==> src/hw/rtl/phfe_pkg.sv <==
package phfe_pkg;

    localparam int FIELD_COUNT = 27;
    localparam int IDX_W       = 5;
    localparam int VAL_W       = 48;

    // field groups
    localparam logic [2:0] GRP_COMMON = 3'd0;
    localparam logic [2:0] GRP_TCP    = 3'd1;
    localparam logic [2:0] GRP_UDP    = 3'd2;
    localparam logic [2:0] GRP_OPT    = 3'd3;
    localparam logic [2:0] GRP_NONE   = 3'd4;

    localparam logic [2:0] FIELD_GROUP [FIELD_COUNT] = '{
        GRP_COMMON, GRP_COMMON, GRP_COMMON, GRP_COMMON,
        GRP_COMMON, GRP_COMMON, GRP_COMMON, GRP_COMMON,
        GRP_TCP, GRP_TCP, GRP_TCP, GRP_TCP, GRP_TCP, GRP_TCP, GRP_TCP,
        GRP_OPT, GRP_OPT, GRP_OPT, GRP_NONE,
        GRP_UDP, GRP_UDP, GRP_UDP, GRP_UDP, GRP_UDP, GRP_UDP, GRP_UDP, GRP_UDP
    };
    localparam logic [4:0] FIELD_OFFS [FIELD_COUNT] = '{
        5'd6, 5'd0, 5'd12, 5'd26, 5'd30, 5'd22, 5'd23, 5'd24,
        5'd0, 5'd2, 5'd4, 5'd8, 5'd14, 5'd13, 5'd16,
        5'd0, 5'd0, 5'd0, 5'd0,
        5'd0, 5'd2, 5'd4, 5'd6, 5'd8, 5'd12, 5'd16, 5'd20
    };
    localparam logic [2:0] FIELD_LEN [FIELD_COUNT] = '{
        3'd6, 3'd6, 3'd2, 3'd4, 3'd4, 3'd1, 3'd1, 3'd2,
        3'd2, 3'd2, 3'd4, 3'd4, 3'd1, 3'd1, 3'd2,
        3'd4, 3'd4, 3'd1, 3'd4,
        3'd2, 3'd2, 3'd2, 3'd2, 3'd4, 3'd4, 3'd4, 3'd4
    };

    localparam int FLD_TS_VAL = 15;
    localparam int FLD_TS_ECR = 16;
    localparam int FLD_WSCALE = 17;

    localparam logic [7:0] OPT_END    = 8'd0;
    localparam logic [7:0] OPT_NOP    = 8'd1;
    localparam logic [7:0] OPT_WSCALE = 8'd3;
    localparam logic [7:0] OPT_TS     = 8'd8;

    localparam logic [1:0] ST_TCP      = 2'd0;
    localparam logic [1:0] ST_UDP      = 2'd1;
    localparam logic [1:0] ST_NOT_IPV4 = 2'd2;
    localparam logic [1:0] ST_NO_L4    = 2'd3;

    typedef logic [VAL_W-1:0] t_val_bank [FIELD_COUNT];

    typedef struct packed {
        logic       push;
        logic [1:0] status;
    } t_push;

endpackage

==> src/hw/rtl/phfe_front.sv <==
module phfe_front
    import phfe_pkg::*;
#(
    parameter int POSITION_BITS = 16
) (
    input  logic                   i_clk,
    input  logic                   i_rst_n,
    input  logic                   i_valid,
    output logic                   o_stall,
    input  logic [7:0]             i_data_byte,
    input  logic                   i_first_byte,
    input  logic                   i_last_byte,
    input  logic                   i_is_ipv4,
    input  logic                   i_is_tcp,
    input  logic                   i_is_udp,
    input  logic                   i_bank_busy,
    output t_push                  o_push,
    output t_val_bank              o_vals,
    output logic [FIELD_COUNT-1:0] o_pres
);

    localparam int CW = (POSITION_BITS > 9) ? POSITION_BITS : 9;

    logic [POSITION_BITS-1:0] r_pos, n_pos;
    logic [2:0]               r_class, n_class;
    logic [7:0]               r_l4, n_l4;
    logic [7:0]               r_thb, n_thb;
    logic [7:0]               r_nop, n_nop;
    logic [15:0]              r_okl, n_okl;
    t_val_bank                r_val, n_val;
    logic [FIELD_COUNT-1:0]   r_pres, n_pres;
    logic                     r_pend, n_pend;
    logic                     acc, copy;

    function automatic logic [15:0] f_start_kl(input logic [7:0] b);
        logic [15:0] kl;
        if (b == OPT_END) begin
            kl = 16'h0000;
        end else if (b == OPT_NOP) begin
            kl = 16'h0101;
        end else begin
            kl = {b, 8'h00};
        end
        return kl;
    endfunction

    assign copy    = r_pend && !i_bank_busy;
    assign o_stall = r_pend && i_bank_busy;
    assign acc     = i_valid && !o_stall;

    always_comb begin
        logic [POSITION_BITS-1:0] p;
        logic [CW-1:0]            px, st, rel, l4x, thbx;
        logic [7:0]               p8, orel, kind, olen, b;
        logic [3:0]               ihl;
        logic [2:0]               ln;
        b       = i_data_byte;
        ihl     = '0;
        ln      = '0;
        st      = '0;
        rel     = '0;
        l4x     = '0;
        thbx    = '0;
        kind    = '0;
        olen    = '0;
        orel    = '0;
        n_class = r_class;
        n_l4    = r_l4;
        n_thb   = r_thb;
        n_nop   = r_nop;
        n_okl   = r_okl;
        n_val   = r_val;
        n_pres  = r_pres;
        n_pos   = r_pos;
        p       = r_pos;
        if (acc && i_first_byte) begin
            n_class = {i_is_udp, i_is_tcp, i_is_ipv4};
            n_l4    = 8'd34;
            n_thb   = '0;
            n_nop   = '0;
            n_okl   = '0;
            n_pres  = '0;
            for (int i = 0; i < FIELD_COUNT; i++) begin
                n_val[i] = '0;
            end
            p = '0;
        end
        px = CW'(p);
        p8 = px[7:0];
        if (acc && p != '1) begin
            n_pos = p + 1'b1;
            if (px == CW'(14)) begin
                ihl  = b[3:0];
                if (ihl < 4'd5) begin
                    ihl = 4'd5;
                end
                n_l4 = 8'd14 + {2'b00, ihl, 2'b00};
            end
            l4x = CW'(n_l4);
            for (int i = 0; i < FIELD_COUNT; i++) begin
                ln = FIELD_LEN[i];
                st = CW'(FIELD_OFFS[i]);
                if (FIELD_GROUP[i] == GRP_TCP || FIELD_GROUP[i] == GRP_UDP) begin
                    st = st + l4x;
                end
                rel = px - st;
                if ((FIELD_GROUP[i] == GRP_COMMON || FIELD_GROUP[i] == GRP_TCP ||
                     FIELD_GROUP[i] == GRP_UDP) && px >= st && px < st + CW'(ln)) begin
                    if (rel[2:0] == 3'd0) begin
                        n_val[i]  = {40'd0, b};
                        n_pres[i] = 1'b0;
                    end else begin
                        n_val[i]  = {n_val[i][VAL_W-9:0], b};
                    end
                    if (rel[2:0] + 3'd1 == ln) begin
                        n_pres[i] = 1'b1;
                    end
                end
            end
            if (n_class[1]) begin
                if (px == l4x + CW'(12)) begin
                    n_thb = {2'b00, b[7:4], 2'b00};
                end
                thbx = CW'(n_thb);
                if (n_thb > 8'd20 && px >= l4x + CW'(20) && px < l4x + thbx) begin
                    if (px == l4x + CW'(20)) begin
                        n_nop = p8;
                        n_okl = f_start_kl(b);
                    end else if (n_okl != 16'd0) begin
                        kind = n_okl[15:8];
                        olen = n_okl[7:0];
                        orel = p8 - n_nop;
                        if (olen != 8'd0 && orel >= olen) begin
                            n_nop = p8;
                            n_okl = f_start_kl(b);
                        end else if (olen == 8'd0) begin
                            n_okl = (b < 8'd2) ? 16'd0 : {kind, b};
                        end else if (orel >= 8'd2) begin
                            if (kind == OPT_WSCALE && olen >= 8'd3 && orel == 8'd2) begin
                                n_val[FLD_WSCALE]  = {40'd0, b};
                                n_pres[FLD_WSCALE] = 1'b1;
                            end else if (kind == OPT_TS && olen >= 8'd10) begin
                                if (orel <= 8'd5) begin
                                    n_val[FLD_TS_VAL] = (orel == 8'd2) ? {40'd0, b}
                                        : {n_val[FLD_TS_VAL][VAL_W-9:0], b};
                                    n_pres[FLD_TS_VAL] = (orel == 8'd5);
                                end else if (orel <= 8'd9) begin
                                    n_val[FLD_TS_ECR] = (orel == 8'd6) ? {40'd0, b}
                                        : {n_val[FLD_TS_ECR][VAL_W-9:0], b};
                                    n_pres[FLD_TS_ECR] = (orel == 8'd9);
                                end
                            end
                        end
                    end
                end
            end
        end else if (acc) begin
            n_pos = p;
        end
        n_pend = (r_pend && !copy) || (acc && i_last_byte);
    end

    always_ff @(posedge i_clk) begin
        if (!i_rst_n) begin
            r_pos   <= '0;
            r_class <= '0;
            r_l4    <= '0;
            r_thb   <= '0;
            r_nop   <= '0;
            r_okl   <= '0;
            r_pres  <= '0;
            r_pend  <= 1'b0;
        end else begin
            r_pos   <= n_pos;
            r_class <= n_class;
            r_l4    <= n_l4;
            r_thb   <= n_thb;
            r_nop   <= n_nop;
            r_okl   <= n_okl;
            r_pres  <= n_pres;
            r_pend  <= n_pend;
        end
    end

    always_ff @(posedge i_clk) begin
        r_val <= n_val;
    end

    always_comb begin
        o_push.push = copy;
        if (!r_class[0]) begin
            o_push.status = ST_NOT_IPV4;
        end else if (r_class[1]) begin
            o_push.status = ST_TCP;
        end else if (r_class[2]) begin
            o_push.status = ST_UDP;
        end else begin
            o_push.status = ST_NO_L4;
        end
    end

    assign o_vals = r_val;
    assign o_pres = r_pres;

    a_stall_only_pending: assert property (@(posedge i_clk) disable iff (!i_rst_n)
        o_stall |-> r_pend) else $error("stall without pending packet");
    a_last_sets_pending: assert property (@(posedge i_clk) disable iff (!i_rst_n)
        (acc && i_last_byte) |=> r_pend) else $error("last byte lost");
    a_copy_clears: assert property (@(posedge i_clk) disable iff (!i_rst_n)
        (copy && !(acc && i_last_byte)) |=> !r_pend) else $error("pending not cleared");

endmodule

==> src/hw/rtl/phfe_back.sv <==
module phfe_back
    import phfe_pkg::*;
(
    input  logic                   i_clk,
    input  logic                   i_rst_n,
    input  t_push                  i_push,
    input  t_val_bank              i_vals,
    input  logic [FIELD_COUNT-1:0] i_pres,
    output logic                   o_bank_busy,
    output logic                   o_valid,
    input  logic                   i_stall,
    output logic [1:0]             o_status,
    output logic [IDX_W-1:0]       o_field_index,
    output logic [VAL_W-1:0]       o_field_value,
    output logic                   o_field_present,
    output logic                   o_run_end
);

    t_val_bank              r_val;
    logic [FIELD_COUNT-1:0] r_ok, n_ok;
    logic [1:0]             r_status;
    logic                   r_busy;
    logic [IDX_W-1:0]       r_idx;
    logic                   err, present;

    // presence is qualified by protocol once, when the packet enters the result bank
    always_comb begin
        for (int i = 0; i < FIELD_COUNT; i++) begin
            case (FIELD_GROUP[i])
                GRP_COMMON: n_ok[i] = i_pres[i];
                GRP_TCP, GRP_OPT: n_ok[i] = i_pres[i] && (i_push.status == ST_TCP);
                GRP_UDP: n_ok[i] = i_pres[i] && (i_push.status == ST_UDP);
                default: n_ok[i] = 1'b0;
            endcase
        end
    end

    assign err     = (r_status == ST_NOT_IPV4) || (r_status == ST_NO_L4);
    assign present = !err && r_ok[r_idx];

    always_ff @(posedge i_clk) begin
        if (!i_rst_n) begin
            r_busy   <= 1'b0;
            r_idx    <= '0;
            r_status <= ST_TCP;
            r_ok     <= '0;
        end else if (i_push.push) begin
            r_busy   <= 1'b1;
            r_idx    <= '0;
            r_status <= i_push.status;
            r_ok     <= n_ok;
        end else if (r_busy && !i_stall) begin
            if (o_run_end) begin
                r_busy <= 1'b0;
            end else begin
                r_idx  <= r_idx + 1'b1;
            end
        end
    end

    always_ff @(posedge i_clk) begin
        if (i_push.push) begin
            r_val <= i_vals;
        end
    end

    assign o_bank_busy     = r_busy;
    assign o_valid         = r_busy;
    assign o_status        = r_status;
    assign o_field_index   = r_idx;
    assign o_field_present = present;
    assign o_field_value   = present ? r_val[r_idx] : '0;
    assign o_run_end       = err || (r_idx == IDX_W'(FIELD_COUNT - 1));

    a_push_when_free: assert property (@(posedge i_clk) disable iff (!i_rst_n)
        i_push.push |-> !r_busy) else $error("push into busy bank");
    a_end_frees: assert property (@(posedge i_clk) disable iff (!i_rst_n)
        (o_valid && !i_stall && o_run_end) |=> !o_valid) else $error("run did not end");
    a_err_single: assert property (@(posedge i_clk) disable iff (!i_rst_n)
        (o_valid && err) |-> (o_field_index == '0 && !o_field_present))
        else $error("bad error result");

endmodule

==> src/hw/rtl/packet_header_field_extractor.sv <==
// Packet header field extractor: Ethernet / IPv4 / TCP-or-UDP.
// Input channel (i_valid / o_stall): one packet byte per request, with
// first/last markers; the class flags are sampled with the first byte.
// Output channel (o_valid / i_stall): after a packet's last byte, 27 field
// results in table order (or one error result) follow, run_end on the last.
// The byte parser takes one byte per cycle unless stalled. After the last
// byte the captured fields are held pending, then move into a one-packet
// result bank once it is free; the first result shows the cycle after that.
// Results leave at one per cycle while i_stall is low (single read port).
// The parser keeps taking bytes of the next packet while results drain; it
// stalls only when a further packet has ended and the bank is still busy.
// A stalled result holds its value until taken.
// Reset (synchronous, active low) empties the bank and clears parser state;
// bytes arriving without a first byte after reset report "not IPv4".
module packet_header_field_extractor
    import phfe_pkg::*;
#(
    parameter int POSITION_BITS = 16
) (
    input  logic             i_clk,
    input  logic             i_rst_n,
    input  logic             i_valid,
    output logic             o_stall,
    input  logic [7:0]       i_data_byte,
    input  logic             i_first_byte,
    input  logic             i_last_byte,
    input  logic             i_is_ipv4,
    input  logic             i_is_tcp,
    input  logic             i_is_udp,
    output logic             o_valid,
    input  logic             i_stall,
    output logic [1:0]       o_status,
    output logic [IDX_W-1:0] o_field_index,
    output logic [VAL_W-1:0] o_field_value,
    output logic             o_field_present,
    output logic             o_run_end
);

    t_push                  push;
    t_val_bank              vals;
    logic [FIELD_COUNT-1:0] pres;
    logic                   bank_busy;

    phfe_front #(
        .POSITION_BITS(POSITION_BITS)
    ) u_front (
        .i_clk       (i_clk),
        .i_rst_n     (i_rst_n),
        .i_valid     (i_valid),
        .o_stall     (o_stall),
        .i_data_byte (i_data_byte),
        .i_first_byte(i_first_byte),
        .i_last_byte (i_last_byte),
        .i_is_ipv4   (i_is_ipv4),
        .i_is_tcp    (i_is_tcp),
        .i_is_udp    (i_is_udp),
        .i_bank_busy (bank_busy),
        .o_push      (push),
        .o_vals      (vals),
        .o_pres      (pres)
    );

    phfe_back u_back (
        .i_clk          (i_clk),
        .i_rst_n        (i_rst_n),
        .i_push         (push),
        .i_vals         (vals),
        .i_pres         (pres),
        .o_bank_busy    (bank_busy),
        .o_valid        (o_valid),
        .i_stall        (i_stall),
        .o_status       (o_status),
        .o_field_index  (o_field_index),
        .o_field_value  (o_field_value),
        .o_field_present(o_field_present),
        .o_run_end      (o_run_end)
    );

endmodule

==> config.mk <==
export PLATFORM = sky130hd
export DESIGN_NAME = packet_header_field_extractor
export DESIGN_NICKNAME = d
export VERILOG_FILES = /design/src/hw/rtl/phfe_pkg.sv /design/src/hw/rtl/phfe_front.sv /design/src/hw/rtl/phfe_back.sv /design/src/hw/rtl/packet_header_field_extractor.sv
export SDC_FILE = /design/constraint.sdc
export NUM_CORES = 2
export LEC_CHECK = 0
export BUFFER_PORTS_ARGS = -buffer_cell sky130_fd_sc_hd__buf_2
export CAP_MARGIN = 5
export CORE_MARGIN = 5
export CORE_UTILIZATION = 45
export DETAILED_ROUTE_END_ITERATION = 8
export REMOVE_ABC_BUFFERS = 1
export SKIP_CTS_REPAIR_TIMING = 1
export SYNTH_ARGS = -nofsm -noshare
export SYNTH_HDL_FRONTEND = slang
export SYNTH_SLANG_ARGS = --single-unit
==> constraint.sdc <==
create_clock -name i_clk -period 48.9 [get_ports i_clk]
set_input_delay 9.78 -clock i_clk [delete_from_list [all_inputs] [get_ports i_clk]]
set_output_delay 9.78 -clock i_clk [all_outputs]
set_load 0.1 [all_outputs]
# After elaboration in Yosys (flattened, before gate mapping)
# Index checks and enable logic that the tools add are counted.
[word_totals]
register_bits = 2616
input_bits = 17
out_inout_bits = 59
[op_classes]
addsub = 61
order_cmp = 51
eq_ne = 35
n_mux = 206
bitwise = 3
n_reduce_logical = 90
[op_table]
columns = ["operator", "count"]
rows = [
  ["$mux 48", 55],
  ["$mux 1296", 1],
  ["$mux 144", 7],
  ["$mux 864", 1],
  ["$mux 16", 24],
  ["$mux 384", 1],
  ["$bmux 48 s5", 1],
  ["$lt 16x16->1", 12],
  ["$mux 96", 2],
  ["$ge 16x16->1", 10],
  ["$mux 8", 18],
  ["$add 16x2->16 const B", 5],
  ["$add 16x3->16 const B", 5],
  ["$ge 16x5->1 const B", 5],
  ["$mux 1", 77],
  ["$lt 16x5->1 const B", 4],
  ["$add 3x1->3 const B", 18],
  ["$logic_not 3->1", 18],
  ["$logic_and 1x1->1", 53],
  ["$add 16x1->16 const B", 3],
  ["$add 4x8->9 const A", 4],
  ["$eq 16x9->1", 2],
  ["$lt 16x4->1 const B", 2],
  ["$sub 3x3->3", 10],
  ["other kinds (56)", 108],
]

# Depth between registers and ports, before layout
[depth]
ltp_word = 22
mapped_depth = 44
mapped_depth_nobuf = 36

# Cells and area by module
# Synthesis repeated with hierarchy kept, for this count alone.
[unflattened]
hier_cells = 9210
area_unflattened_um2 = 106586.0
[by_module_without_submodules]
columns = ["mod", "n_inst", "cells_each", "area_per_inst_um2", "seq_area_each_um2"]
rows = [
  ["phfe_front", 1, 6611, 55383.1, 26705.6],
  ["phfe_back", 1, 2599, 51202.9, 39598.0],
]

# Worst setup path before layout
# Ideal clock, no wire load.
[synth_timing]
path_type = "register to register"
startpoint = "register u_back.r_busy (netlist: u_back.o_bank_busy)"
endpoint = "register u_back.r_val[0] in the netlist's numbering, enable pin"
setup_time_ns = 2.107
arrival_time_ns = 34.914
t_required_ns = 46.793
slack_ns = 11.878
stages_incl_launch_ff = 4
path_buffers = 1
path_cell_list = "dfxtp_1 nand2b_1 inv_1 clkbuf_1"
[synth_rtl]
columns = ["element", "line_no", "rtl"]
rows = [
  ["start: declaration", "phfe_back.sv:22", "logic r_busy;"],
  ["start signal: assignment", "phfe_back.sv:43", "r_busy <= 1'b0;"],
  ["start signal: assignment", "phfe_back.sv:48", "r_busy <= 1'b1;"],
  ["start signal: assignment", "phfe_back.sv:54", "r_busy <= 1'b0;"],
  ["end signal: assignment", "phfe_back.sv:63", "r_val <= i_vals;"],
  ["end: declaration", "phfe_back.sv:19", "t_val_bank r_val;"],
]

==> results.json <==
{
  "status": "completed",
  "die_h_um": 496,
  "syn-cell-area_um2": 106000,
  "cp_data_required_time_ps": 49690,
  "post-route-period-util": 0.418,
  "drive_gt1_frac": 0.122,
  "ys_types": 96,
  "rr_startpoint": "u_back.o_bank_busy$_SDFFE_PN0P_",
  "dp_hpwl_um": 188000,
  "power_density_nw_per_um2": 40.1,
  "max_stage_delay_ps": 1010,
  "setup_slack_ps": 28440,
  "dr_wl_met3_um": 22800,
  "area_growth_pct": 11.4,
  "ys_async_sr_fraction": 0,
  "finalWeightedCongestion": 0.914,
  "synth_ff_type": "dfxtp_1",
  "clock.fmax_ghz": 0.0489,
  "grt_max_degree": 181,
  "hold-worst-slack_ps": 404,
  "vias": 73200,
  "synth-seq-cells": 2616,
  "tns_ps": 0,
  "clock_latency_ps": 930,
  "initial_utilization": 0.452,
  "yosysMostFrequentCell": "dfxtp_1",
  "p_leak_uw": 0.0391,
  "wl_met1_um": 135000,
  "slew_violations": 0,
  "grtUsageTotal": 0.257,
  "cts.clk_slew.worst_paths_ps": 60,
  "cp-endpoint": "u_front.o_vals[508]$_DFF_P_",
  "worstMarginPinSlew_ps": 1210,
  "port_buffers": 75,
  "synth-edff-count": 1248,
  "path_class": "in -> reg",
  "ys_seq_area_frac": 0.611,
  "max-clock-path-buffers": 4,
  "num_rows": 178,
  "cts_tree": "yes",
  "routedWlPerCell_um": 26.6,
  "die_area_um2": 246000,
  "finalClockSkew_ps": 63.4,
  "cts_max_level": 5,
  "place_ws_ps": 27700,
  "routed-wl-met2_um": 152000,
  "drc_errors": 0,
  "core_um2": 235000,
  "r2r_slack_ps": 37050,
  "routed_wl_um": 322000,
  "maxCapViolCount": 0,
  "antenna_found_initial": 12,
  "hold_viol": 0,
  "holdPathStages": 0,
  "first_pass_iters": 9,
  "n_fill_cell": 20600,
  "drtAntennaViolNets": 0,
  "synth_cells": 8940,
  "grt_pass1_vias": 73600,
  "holdCritPathClass": "reg -> reg",
  "cp_slowest_cell": "and4_4",
  "reg2reg_to": "u_front.o_vals[508]$_DFF_P_",
  "startpoint_type": "primary input",
  "rsz0062_at_grt": "no",
  "peakVddDrop_mv": 0.0382,
  "synth_top_area_share": 0.353,
  "clkSinkCount": 2616,
  "grt_pass1_wl_um": 479000,
  "setup_viol": 0,
  "fin_util": 0.503,
  "startpoint": "i_valid",
  "drt_first_iter_violations": 7965,
  "postSynthAreaPerCell_um2": 11.9,
  "path_max_fanout": 59,
  "slew_headroom": 0.197,
  "die_x_um": 496,
  "path_common_cell": "ha_1",
  "r2r_cells": 37,
  "yosysTopAreaCell": "edfxtp_1",
  "ys_top_cells_by_count": "dfxtp_1, edfxtp_1, nand2_1",
  "pin_count": 76,
  "crit_arrival_ps": 21260,
  "synthTopCellsByArea": "edfxtp_1, dfxtp_1, mux4_2",
  "layout.nets": 8939,
  "routed.top_layer": "met5",
  "cts_root_buf": "clkbuf_16",
  "cts_buffers": 285,
  "end_kind": "flip-flop",
  "grt-ovfl-total": 0,
  "vias_per_cell": 6.06,
  "period_needed_ps": 20460,
  "ys_warn_count": 0
}
## routing by layer
layer | global-route usage | vias up
met5 | 0 | -
met4 | 0.0946 | 4
met3 | 0.0394 | 551
met2 | 0.417 | 2987
met1 | 0.351 | 37000
li1 | - | 32600
## worst max-delay path, delay by kind of cell
kind / cells / cell delay, ps
simple gates: 15 / 5960
mux: 2 / 570
compound gates: 9 / 1760
buf+inv: 5 / 860
fa+ha+maj: 6 / 1950
xor+xnor: 1 / 210
## per-stage QoR
step                      cell area [um2]  std cells  total power (uW)
after global routing               118000      12100              4890
after CTS                          118000      12100              4770
final                              118000      12100              4740
after detailed placement           109000      11600              2680
after floorplan                    103000       8200              2630
after global placement             109000      11600              2680
## cell type report
type,instances,area (um2),area share
Sequential cell,2616,64900,0.548
Antenna cell,7,17.5,0.000148
Multi-Input combinational cell,5497,38500,0.325
Tap cell,3150,3940,0.0333
Timing Repair Buffer,226,1610,0.0136
Clock inverter,72,676,0.00571
Clock buffer,423,8380,0.0708
Inverter,87,339,0.00287
## state kept, by name (all words and copies together) (netlist names), 5 cells and up
| signal | flops |
|---|---|
| u_back.o_field_index | 5 |
| u_front.r_l4 | 8 |
| u_front.r_okl | 16 |
| u_front.o_pres | 26 |
| u_back.r_ok | 26 |
| u_front.r_pos | 16 |
| u_back.r_val | 1248 |
| u_front.r_thb | 8 |
| u_front.o_vals | 1248 |
| u_front.r_nop | 8 |
## worst min-delay path by stage
stage	from	endpoint	slack [ps]
6_report	u_front.o_vals[45]$_DFF_P_	u_back.r_val[45]$_DFFE_PP_	400
5_1_grt	u_front.o_vals[47]$_DFF_P_	u_back.r_val[47]$_DFFE_PP_	410
4_1_cts	u_front.o_vals[47]$_DFF_P_	u_back.r_val[47]$_DFFE_PP_	410
3_5_place_dp	u_front.o_vals[479]$_DFF_P_	u_back.r_val[479]$_DFFE_PP_	410
3_3_place_gp	u_front.o_vals[40]$_DFF_P_	u_back.r_val[40]$_DFFE_PP_	410
2_1_floorplan	u_front.o_vals[440]$_DFF_P_	u_back.r_val[440]$_DFFE_PP_	400
## power breakdown
group	internal (uW)	switching, uW	leakage (uW)	total, uW
sequential	2340	22.8	0.0225	2360
clock	1250	857	0.00445	2100
combinational	71.7	209	0.0121	280
total	3650	1090	0.0391	4740
## placed cells by master, fill, tap and decap left out, drive strengths merged, types with 72 or more instances in the layout
cell type / count
dfxtp: 1368
edfxtp: 1248
nand2: 1077
nand3: 923
a21oi: 789
mux2i: 435
clkbuf: 423
o21ai: 342
mux4: 294
buf: 226
nor2: 222
ha: 204
nand4: 193
a211oi: 119
and2: 96
inv: 93
xnor2: 72
## cells by family after synthesis
group | count (synthesis) | share of synthesized area
fa+ha+maj | 209 | 0.0250
simple gates | 2751 | 0.122
xor+xnor | 106 | 0.00913
buf+inv | 837 | 0.0310
other cells | 1 | 0.0000353
compound gates | 1623 | 0.0912
flops | 2616 | 0.611
mux | 797 | 0.111
(Power assumes the default switching activity.)
